<file path="src/hw/rtl/kes_pkg.sv">
// ----------------------------------------------------------------------------
// kes_pkg
// Shared constants and control/status types for the knapsack exhaustive search
// ----------------------------------------------------------------------------
`default_nettype none

package kes_pkg;

  localparam int MAX_ITEMS  = 16;
  localparam int VALUE_W    = 16;
  localparam int WEIGHT_W   = 16;
  localparam int CAP_W      = 20;
  localparam int TOTAL_W    = 20;
  localparam int CIDX_W     = 4;
  localparam int ITEM_IDX_W = (MAX_ITEMS > 1) ? $clog2(MAX_ITEMS) : 1;
  localparam int CNT_W      = $clog2(MAX_ITEMS + 1);
  localparam int SUM_W      = VALUE_W + ((MAX_ITEMS > 1) ? $clog2(MAX_ITEMS) : 0);
  localparam int WIDE_W     = (SUM_W > CAP_W) ? SUM_W : CAP_W;

  typedef struct packed {
    logic load;
    logic start;
    logic step;
    logic emit_start;
    logic emit;
  } cmd_t;

  typedef struct packed {
    logic last_step;
    logic pipe_busy;
    logic emit_last;
  } sts_t;

endpackage

`default_nettype wire

</file>
<file path="src/hw/rtl/kes_if.sv">
// ----------------------------------------------------------------------------
// kes_if
// Valid/ready channels for item words and result words
// ----------------------------------------------------------------------------
`default_nettype none

interface kes_in_if;
  logic                          valid;
  logic                          ready;
  logic [kes_pkg::VALUE_W-1:0]   item_value;
  logic [kes_pkg::WEIGHT_W-1:0]  item_weight;
  logic                          last_item;

  modport source (output valid, item_value, item_weight, last_item, input ready);
  modport sink   (input valid, item_value, item_weight, last_item, output ready);
endinterface

interface kes_out_if;
  logic                          valid;
  logic                          ready;
  logic [kes_pkg::CIDX_W-1:0]    chosen_index;
  logic [kes_pkg::VALUE_W-1:0]   chosen_value;
  logic [kes_pkg::WEIGHT_W-1:0]  chosen_weight;
  logic [kes_pkg::TOTAL_W-1:0]   best_total;
  logic                          none_chosen;
  logic                          final_result;

  modport source (output valid, chosen_index, chosen_value, chosen_weight, best_total,
                  none_chosen, final_result, input ready);
  modport sink   (input valid, chosen_index, chosen_value, chosen_weight, best_total,
                  none_chosen, final_result, output ready);
endinterface

`default_nettype wire

</file>
<file path="src/hw/rtl/kes_ctrl.sv">
// ----------------------------------------------------------------------------
// kes_ctrl
// Phase sequencer: load, search, pipeline drain and result emission
// ----------------------------------------------------------------------------
`default_nettype none

module kes_ctrl (
  input  wire logic          clk,
  input  wire logic          rst_n,
  input  wire logic          in_valid,
  input  wire logic          in_last,
  output logic               in_ready,
  input  kes_pkg::sts_t      sts,
  output kes_pkg::cmd_t      cmd
);

  typedef enum logic [1:0] {
    S_LOAD,
    S_SEARCH,
    S_DRAIN,
    S_EMIT
  } state_t;

  state_t state_r;
  state_t state_nxt;

  always_comb begin
    cmd            = '0;
    cmd.load       = (state_r == S_LOAD) && in_valid;
    cmd.start      = cmd.load && in_last;
    cmd.step       = (state_r == S_SEARCH);
    cmd.emit_start = (state_r == S_DRAIN) && !sts.pipe_busy;
    cmd.emit       = (state_r == S_EMIT);
    in_ready       = (state_r == S_LOAD);
  end

  always_comb begin
    state_nxt = state_r;
    unique case (state_r)
      S_LOAD: begin
        if (cmd.start) state_nxt = S_SEARCH;
      end
      S_SEARCH: begin
        if (sts.last_step) state_nxt = S_DRAIN;
      end
      S_DRAIN: begin
        if (!sts.pipe_busy) state_nxt = S_EMIT;
      end
      S_EMIT: begin
        if (sts.emit_last) state_nxt = S_LOAD;
      end
      default: state_nxt = S_LOAD;
    endcase
  end

  always_ff @(posedge clk) begin
    if (!rst_n) begin
      state_r <= S_LOAD;
    end else begin
      state_r <= state_nxt;
    end
  end

endmodule

`default_nettype wire

</file>
<file path="src/hw/rtl/kes_dp.sv">
// ----------------------------------------------------------------------------
// kes_dp
// Item store, gray-order subset accumulator, best tracker and result register
// ----------------------------------------------------------------------------
`default_nettype none

module kes_dp (
  input  wire logic                        clk,
  input  wire logic                        rst_n,
  input  kes_pkg::cmd_t                    cmd,
  output kes_pkg::sts_t                    sts,
  input  wire logic                        cfg_we,
  input  wire logic [kes_pkg::CAP_W-1:0]   cfg_data,
  input  wire logic [kes_pkg::VALUE_W-1:0] in_value,
  input  wire logic [kes_pkg::WEIGHT_W-1:0] in_weight,
  kes_out_if.source                        out_ch
);

  localparam int N   = kes_pkg::MAX_ITEMS;
  localparam int IW  = kes_pkg::ITEM_IDX_W;
  localparam int SW  = kes_pkg::SUM_W;
  localparam int WW  = kes_pkg::WIDE_W;

  function automatic logic [IW-1:0] lowest_set(input logic [N-1:0] m);
    logic [IW-1:0] r;
    r = '0;
    for (int i = N - 1; i >= 0; i--) begin
      if (m[i]) r = IW'(i);
    end
    return r;
  endfunction

  function automatic logic [kes_pkg::TOTAL_W-1:0] sat_total(input logic [SW-1:0] s);
    logic [WW-1:0] w;
    logic [WW-1:0] top;
    w   = WW'(s);
    top = WW'({kes_pkg::TOTAL_W{1'b1}});
    if (w > top) return {kes_pkg::TOTAL_W{1'b1}};
    return kes_pkg::TOTAL_W'(w);
  endfunction

  // item store
  logic [kes_pkg::VALUE_W-1:0]  val_mem_r [N];
  logic [kes_pkg::WEIGHT_W-1:0] wt_mem_r  [N];
  logic [kes_pkg::CAP_W-1:0]    cap_r;
  logic [kes_pkg::CNT_W-1:0]    count_r;
  logic [kes_pkg::CNT_W-1:0]    count_nxt;
  logic                         store_ok;

  // subset walk
  logic [N-1:0] k_r;
  logic [N-1:0] lim_r;
  logic [N-1:0] gray_r;
  logic [N-1:0] flip;

  // accumulate pipeline
  logic                          a_valid_r;
  logic                          a_add_r;
  logic [kes_pkg::VALUE_W-1:0]   a_v_r;
  logic [kes_pkg::WEIGHT_W-1:0]  a_w_r;
  logic [N-1:0]                  a_mask_r;
  logic                          b_valid_r;
  logic [SW-1:0]                 b_val_r;
  logic [SW-1:0]                 b_wt_r;
  logic [N-1:0]                  b_mask_r;
  logic [SW-1:0]                 best_val_r;
  logic [N-1:0]                  best_mask_r;
  logic                          fits;
  logic                          better;

  // emission
  logic [N-1:0]                  emit_mask_r;
  logic                          emit_none_r;
  logic [N-1:0]                  emit_rest;
  logic                          push;
  logic                          out_valid_r;
  logic [kes_pkg::CIDX_W-1:0]    o_idx_r;
  logic [kes_pkg::VALUE_W-1:0]   o_val_r;
  logic [kes_pkg::WEIGHT_W-1:0]  o_wt_r;
  logic [kes_pkg::TOTAL_W-1:0]   o_tot_r;
  logic                          o_none_r;
  logic                          o_final_r;

  // shared read port
  logic [IW-1:0]                 step_idx;
  logic [IW-1:0]                 emit_idx;
  logic [IW-1:0]                 rd_idx;
  logic [kes_pkg::VALUE_W-1:0]   rd_v;
  logic [kes_pkg::WEIGHT_W-1:0]  rd_w;

  always_comb begin
    store_ok  = (count_r < kes_pkg::CNT_W'(N));
    count_nxt = store_ok ? count_r + kes_pkg::CNT_W'(1) : count_r;
    step_idx  = lowest_set(k_r);
    emit_idx  = lowest_set(emit_mask_r);
    rd_idx    = cmd.emit ? emit_idx : step_idx;
    rd_v      = val_mem_r[rd_idx];
    rd_w      = wt_mem_r[rd_idx];
    flip      = N'(1) << step_idx;
    emit_rest = emit_mask_r & ~(N'(1) << emit_idx);
    push      = cmd.emit && (!out_valid_r || out_ch.ready);
    fits      = (WW'(b_wt_r) <= WW'(cap_r));
    better    = (b_val_r > best_val_r) ||
                ((b_val_r == best_val_r) && (best_val_r != '0) && (b_mask_r < best_mask_r));

    sts.last_step = (k_r == lim_r);
    sts.pipe_busy = a_valid_r || b_valid_r;
    sts.emit_last = push && (emit_none_r || (emit_rest == '0));
  end

  // control state
  always_ff @(posedge clk) begin
    if (!rst_n) begin
      cap_r       <= '0;
      count_r     <= '0;
      a_valid_r   <= 1'b0;
      b_valid_r   <= 1'b0;
      out_valid_r <= 1'b0;
      emit_none_r <= 1'b0;
      emit_mask_r <= '0;
      k_r         <= '0;
      lim_r       <= '0;
    end else begin
      if (cfg_we) cap_r <= cfg_data;
      if (cmd.load) count_r <= count_nxt;
      if (cmd.emit_start) count_r <= '0;

      if (cmd.start) begin
        k_r   <= N'(1);
        lim_r <= ~({N{1'b1}} << count_nxt);
      end else if (cmd.step) begin
        k_r <= k_r + N'(1);
      end

      a_valid_r <= cmd.step;
      b_valid_r <= a_valid_r;

      if (cmd.emit_start) begin
        emit_mask_r <= best_mask_r;
        emit_none_r <= (best_mask_r == '0);
      end else if (push) begin
        emit_none_r <= 1'b0;
        emit_mask_r <= emit_rest;
      end

      if (push) out_valid_r <= 1'b1;
      else if (out_ch.ready) out_valid_r <= 1'b0;
    end
  end

  // payload
  always_ff @(posedge clk) begin
    if (cmd.load && store_ok) begin
      val_mem_r[count_r[IW-1:0]] <= in_value;
      wt_mem_r[count_r[IW-1:0]]  <= in_weight;
    end

    if (cmd.start) begin
      gray_r      <= '0;
      b_val_r     <= '0;
      b_wt_r      <= '0;
      best_val_r  <= '0;
      best_mask_r <= '0;
    end else begin
      if (cmd.step) begin
        gray_r   <= gray_r ^ flip;
        a_add_r  <= !gray_r[step_idx];
        a_v_r    <= rd_v;
        a_w_r    <= rd_w;
        a_mask_r <= gray_r ^ flip;
      end
      if (a_valid_r) begin
        b_val_r  <= a_add_r ? b_val_r + SW'(a_v_r) : b_val_r - SW'(a_v_r);
        b_wt_r   <= a_add_r ? b_wt_r + SW'(a_w_r) : b_wt_r - SW'(a_w_r);
        b_mask_r <= a_mask_r;
      end
      if (b_valid_r && fits && better) begin
        best_val_r  <= b_val_r;
        best_mask_r <= b_mask_r;
      end
    end

    if (push) begin
      if (emit_none_r) begin
        o_idx_r   <= '0;
        o_val_r   <= '0;
        o_wt_r    <= '0;
        o_tot_r   <= '0;
        o_none_r  <= 1'b1;
        o_final_r <= 1'b1;
      end else begin
        o_idx_r   <= kes_pkg::CIDX_W'(emit_idx);
        o_val_r   <= rd_v;
        o_wt_r    <= rd_w;
        o_tot_r   <= sat_total(best_val_r);
        o_none_r  <= 1'b0;
        o_final_r <= (emit_rest == '0);
      end
    end
  end

  assign out_ch.valid         = out_valid_r;
  assign out_ch.chosen_index  = o_idx_r;
  assign out_ch.chosen_value  = o_val_r;
  assign out_ch.chosen_weight = o_wt_r;
  assign out_ch.best_total    = o_tot_r;
  assign out_ch.none_chosen   = o_none_r;
  assign out_ch.final_result  = o_final_r;

endmodule

`default_nettype wire

</file>
<file path="src/hw/rtl/knapsack_exhaustive_search.sv">
// ----------------------------------------------------------------------------
// knapsack_exhaustive_search
// 0/1 knapsack solver that tries every subset of up to sixteen loaded items
//
// in_ch carries one item word per handshake (value, weight, last flag); words
// past the sixteenth are dropped but a last flag on them still starts a run.
// cfg_we/cfg_data write the capacity; the user must write it only while the
// block is idle; nothing in the block enforces this. out_ch gives one
// word per chosen item in index order with the best total, final_result on
// the last; a single none_chosen word if nothing is chosen. A run over n
// items walks the 2^n - 1 non-empty subsets in gray order, one subset per
// cycle through a three-stage add and compare pipeline, which then drains
// before emission starts; results leave at one per cycle while out_ch.ready
// is high. in_ch.ready is low from the last item until the final result is
// registered. A stalled receiver holds the output register and pauses
// emission only. Reset clears the capacity and the item count.
// ----------------------------------------------------------------------------
`default_nettype none

module knapsack_exhaustive_search (
  input  wire logic                      clk,
  input  wire logic                      rst_n,
  kes_in_if.sink                         in_ch,
  kes_out_if.source                      out_ch,
  input  wire logic                      cfg_we,
  input  wire logic [kes_pkg::CAP_W-1:0] cfg_data
);

  kes_pkg::cmd_t cmd;
  kes_pkg::sts_t sts;

  kes_ctrl u_ctrl (
    .clk      (clk),
    .rst_n    (rst_n),
    .in_valid (in_ch.valid),
    .in_last  (in_ch.last_item),
    .in_ready (in_ch.ready),
    .sts      (sts),
    .cmd      (cmd)
  );

  kes_dp u_dp (
    .clk       (clk),
    .rst_n     (rst_n),
    .cmd       (cmd),
    .sts       (sts),
    .cfg_we    (cfg_we),
    .cfg_data  (cfg_data),
    .in_value  (in_ch.item_value),
    .in_weight (in_ch.item_weight),
    .out_ch    (out_ch)
  );

endmodule

`default_nettype wire

</file>
<file path="src/flat_wrapper.sv">
// flat-port wrapper written by rule: the top's interface ports become plain ports
module knapsack_exhaustive_search_flat 
  (clk, rst_n, cfg_we, cfg_data, in_ch_valid, in_ch_item_value, in_ch_item_weight, in_ch_last_item, in_ch_ready, out_ch_valid, out_ch_chosen_index, out_ch_chosen_value, out_ch_chosen_weight, out_ch_best_total, out_ch_none_chosen, out_ch_final_result, out_ch_ready);
  kes_in_if in_ch_i ();
  kes_out_if out_ch_i ();
  input  wire logic clk;
  input  wire logic rst_n;
  input  wire logic cfg_we;
  input  wire logic [kes_pkg::CAP_W-1:0] cfg_data;
  input wire logic [$bits(in_ch_i.valid)-1:0] in_ch_valid;
  input wire logic [$bits(in_ch_i.item_value)-1:0] in_ch_item_value;
  input wire logic [$bits(in_ch_i.item_weight)-1:0] in_ch_item_weight;
  input wire logic [$bits(in_ch_i.last_item)-1:0] in_ch_last_item;
  output wire logic [$bits(in_ch_i.ready)-1:0] in_ch_ready;
  output wire logic [$bits(out_ch_i.valid)-1:0] out_ch_valid;
  output wire logic [$bits(out_ch_i.chosen_index)-1:0] out_ch_chosen_index;
  output wire logic [$bits(out_ch_i.chosen_value)-1:0] out_ch_chosen_value;
  output wire logic [$bits(out_ch_i.chosen_weight)-1:0] out_ch_chosen_weight;
  output wire logic [$bits(out_ch_i.best_total)-1:0] out_ch_best_total;
  output wire logic [$bits(out_ch_i.none_chosen)-1:0] out_ch_none_chosen;
  output wire logic [$bits(out_ch_i.final_result)-1:0] out_ch_final_result;
  input wire logic [$bits(out_ch_i.ready)-1:0] out_ch_ready;
  assign in_ch_i.valid = in_ch_valid;
  assign in_ch_i.item_value = in_ch_item_value;
  assign in_ch_i.item_weight = in_ch_item_weight;
  assign in_ch_i.last_item = in_ch_last_item;
  assign in_ch_ready = in_ch_i.ready;
  assign out_ch_valid = out_ch_i.valid;
  assign out_ch_chosen_index = out_ch_i.chosen_index;
  assign out_ch_chosen_value = out_ch_i.chosen_value;
  assign out_ch_chosen_weight = out_ch_i.chosen_weight;
  assign out_ch_best_total = out_ch_i.best_total;
  assign out_ch_none_chosen = out_ch_i.none_chosen;
  assign out_ch_final_result = out_ch_i.final_result;
  assign out_ch_i.ready = out_ch_ready;
  knapsack_exhaustive_search u_core (.clk(clk), .rst_n(rst_n), .in_ch(in_ch_i), .out_ch(out_ch_i), .cfg_we(cfg_we), .cfg_data(cfg_data));
endmodule
</file>
<file path="config.mk">
export PLATFORM = sky130hd
export DESIGN_NAME = knapsack_exhaustive_search_flat
export DESIGN_NICKNAME = d
export VERILOG_FILES = /design/src/hw/rtl/kes_pkg.sv /design/src/hw/rtl/kes_if.sv /design/src/hw/rtl/kes_ctrl.sv /design/src/hw/rtl/kes_dp.sv /design/src/hw/rtl/knapsack_exhaustive_search.sv /design/src/flat_wrapper.sv
export SDC_FILE = /design/constraint.sdc
export NUM_CORES = 1
export LEC_CHECK = 0
export BUFFER_PORTS_ARGS = -buffer_cell sky130_fd_sc_hd__buf_2
export CAP_MARGIN = 25
export CORE_MARGIN = 2
export CORE_UTILIZATION = 56
export DETAILED_ROUTE_END_ITERATION = 6
export GPL_TIMING_DRIVEN = 1
export HOLD_SLACK_MARGIN = 0.15
export PLACE_DENSITY = 0.74
export SKIP_LAST_GASP = 1
export SYNTH_ARGS = -nofsm -noshare
export SYNTH_HDL_FRONTEND = slang
export SYNTH_SLANG_ARGS = --single-unit
</file>
<file path="constraint.sdc">
create_clock -name clk -period 4.4 [get_ports clk]
set_clock_uncertainty 0.15 [all_clocks]
set_input_delay 0.88 -clock clk [delete_from_list [all_inputs] [get_ports clk]]
set_output_delay 0.88 -clock clk [all_outputs]
set_load 0.1 [all_outputs]
</file>
==> metrics.md <==
| Metric | Value |
|---|---|
| Status | finished clean |
| Final Wtd Congestion | 0.8968 |
| Crit end category | register |
| TritonCTS clock tree | yes |
| Hold path depth | 0 |
| Vias post-DR | 24290 |
| Hold buffer count at CTS | 0 |
| Pre-CTS setup slack | 0.3956 ns |
| Initial DRC Count | 2106 |
| Min-delay worst type | register to register |
| Total CTS buffers | 84 |
| Starting density of the core | 0.5630 |
| FFs w/ async S/R, synth | 0 |
| Root buf cell | clkbuf_16 |
| Clock Path Buffers | 3 |
| CTS H-tree depth | 3 |
| Final Util | 0.6420 |
| Worst hold endpoint | u_core.u_dp.b_mask_r[13] |
| Top FF cell, synth | edfxtp_1 |
| IO buf count | 117 |
| Area Growth Syn to Fin | 14.02% |
| Total global-route track usage | 0.2748 |
| Largest area contributor in the netlist | edfxtp_1 |
| Resize count post-CTS | 0 |
| DRC viols | 0 |
| Setup WS post-layout | 0.4005 ns |
| Vias/cell | 6.144 |
| CTS sink cnt | 806 |
| Clock transition at path regs | 0.06 ns |
| Post-layout instance area | 0.04116 sq mm |
| Area of placed instances | 0.03806 sq mm |
| Largest net degree at the start of global routing | 102 |
| Tot Pwr | 25.01 mW |
| Setup_tns | 0 ns |
| Power per cell area | 607.6 mW/mm^2 |
| Top-count cell post-synth | edfxtp_1 |
| WS Path Type | register to register |
| Mapped Cells | 2891 |
| Reg2Reg Depth | 13 |
| Max Freq | 250.0 MHz |
| Rows | 93 |
| Worst EP arrival | 4.35 ns |
| Syn Area/Cell | 12.49 sq um |
| Core area | 0.06412 sq mm |
| Synthesized net count | 3055 |
| Drt wl/cell | 23.26 microns |
| First-pass GRT wire length | 140.4 mm |
| Post-synth EDFFs | 635 |
| Max VDD drop | 0.2972 mV |
| Max_cap viols | 0 |
| Slew Viols, Final | 0 |
| Fin Hold WS | 0.2654 ns |
| Reg2Reg Setup Slack | 0.40 ns |
| GRT Residual Overflow | 0 |
| DP Wirelength | 58.96 mm |
| R2R Path End | u_core.u_dp.b_wt_r[18] |
| Layout Nets | 3189 |
| Min Tclk post-route | 4.000 ns |
| Placed insts | 3794 |
| Hold wc startpoint | u_core.u_dp.a_mask_r[13] |
| Top cells by count, synth | 635 x edfxtp_1, 234 x nand2_1, 218 x nor2_1 |
| Die X-Extent | 257.9 microns |
| Warnings, synthesis | 0 |
| Initial antenna violation count | 4 |
| RSZ-0062 raised after global routing | false |
| Seq cells post-synth | 806 |
| Tcrit/Tclk final | 0.9090 |
| Final non-filler cell total | 3953 |
| Drt pass-1 iters | 6 |
| Yosys top cell area share | 0.5282 |
| Seq/Total Area, Yosys | 0.6231 |
| Leak | 15.20 nW |
| Synthesized area | 0.03610 sq mm |
| Die area | 0.06651 sq mm |
| Vert. Die Dim | 257.9 microns |
| Startpoint type of the worst setup path | register |
| Reg-to-Reg Start | u_core.u_dp.a_w_r[2] |
| Synth top area cells | edfxtp_1 53%, dfxtp_1 9.5%, mux2i_1 4.4%, ha_1 3.6%, nand2_1 2.4% |
| Layout cells sized above 1 | 0.1431 |
| # IOs | 118 |
| Setup Buffers After CTS | 0 |
| Least-Margin Pin Slew | 1.013 ns |
| Setup violations, final | 0 |
| Critical path peak fanout | 4 |
| Slew headroom | 0.3244 |
| Vias in the first global route | 23860 |
| Routed Antenna Nets | 0 |
| Final hold vios | 0 |
| Final wirelength | 91.96 mm |
| Synth cell types | 94 |
| Clock Latency Late Sink | 0.65 ns |
| Data required, critical path | 4.75 ns |
per-layer routing:
metal / track usage / vias to the layer above / share of wire
li1: - / 11150 / -
met2: 0.4443 / 1113 / 0.47
met1: 0.3734 / 11850 / 0.41
met3: 0.04368 / 179 / 0.081
met5: 0 / - / 0.00039
met4: 0.1129 / 6 / 0.034
layout by cell type (no fill, tap or decap), types with 13 or more instances in the layout:
master,instances
edfxtp_1,635
nand2_1,234
nor2_1,206
dfxtp_1,169
mux2i_1,157
buf_2,117
ha_1,103
a21oi_1,99
and3_1,95
a211oi_1,94
clkbuf_16,86
inv_1,84
xor2_1,80
buf_4,79
o21ai_0,78
nand3_1,68
a31oi_1,66
nor2b_1,56
o211ai_1,44
o2111ai_1,38
xnor2_1,33
a21o_1,29
nor4_1,24
or3_1,21
nor3_1,20
bufinv_16,19
a21boi_0,18
nor3b_2,17
nor3b_1,16
nand4_1,16
nand2b_1,15
o21ai_1,15
o22ai_1,14
a221oi_1,14
buf_12,13
flip-flops by register name (all words and copies together), names as in the netlist, 20 cells and up:
name / cells
u_core.u_dp.cap_r: 20
u_core.u_dp.out_ch.best_total: 20
u_core.u_dp.wt_mem_r: 256
u_core.u_dp.best_val_r: 20
u_core.u_dp.val_mem_r: 256
u_core.u_dp.b_val_r: 20
u_core.u_dp.b_wt_r: 20
worst max path at each step:
stage,start,endpoint,slack [ns],cells past startpoint
6_report,u_core.u_dp.a_w_r[2],u_core.u_dp.b_wt_r[18],0.40,13
5_1_grt,u_core.u_dp.a_w_r[3],u_core.u_dp.b_wt_r[18],0.02,13
3_3_place_gp,u_core.u_dp.best_mask_r[4],u_core.u_dp.best_val_r[13],0.34,11
4_1_cts,u_core.u_dp.a_v_r[3],u_core.u_dp.b_val_r[19],0.34,16
3_5_place_dp,u_core.u_dp.a_w_r[0],u_core.u_dp.b_wt_r[19],0.40,18
2_1_floorplan,u_core.u_ctrl.state_r[0],u_core.u_dp.val_mem_r[15][0],0.48,6
layout make-up:
| cell class | instances | area, sq um |
|---|---|---|
| Fill cell | 4663 | 22960 |
| Sequential cell | 806 | 22500 |
| Multi-Input combinational cell | 1838 | 12730 |
| Clock buffer | 100 | 2235 |
| Timing Repair Buffer | 210 | 1454 |
| Tap cell | 855 | 1070 |
| Clock inverter | 57 | 853.3 |
| Inverter | 85 | 319.1 |
| Antenna cell | 2 | 5.005 |
power breakdown:
group	total [mW]	internal, mW	switching [mW]	leakage [nW]
Sequential	9.78	9.14	0.647	7.15
Combinational	7.41	2.76	4.65	6.57
Clock	7.81	4.79	3.03	1.48
cells by family after synthesis:
kind of cell	after synthesis	synth area share
compound gates	588	0.1106
xor+xnor	113	0.02742
fa+ha+maj	107	0.03743
buf+inv	247	0.03099
flops	806	0.6231
mux	163	0.04572
simple gates	867	0.1248
critical path, cell delays in order (launching register included):
cell and delay, ns:
edfxtp_1 0.43, nor2_1 0.25, nor4b_1 0.46, nor2_1 0.10, xor2_1 0.18, ha_1 0.24
nor4_1 0.34, o21ai_0 0.19, a2111oi_0 0.75, o31ai_1 0.22, o21ba_2 0.25, xor2_1 0.13
mux2i_1 0.13, nor2_1 0.05
(Power assumes the default switching activity.)
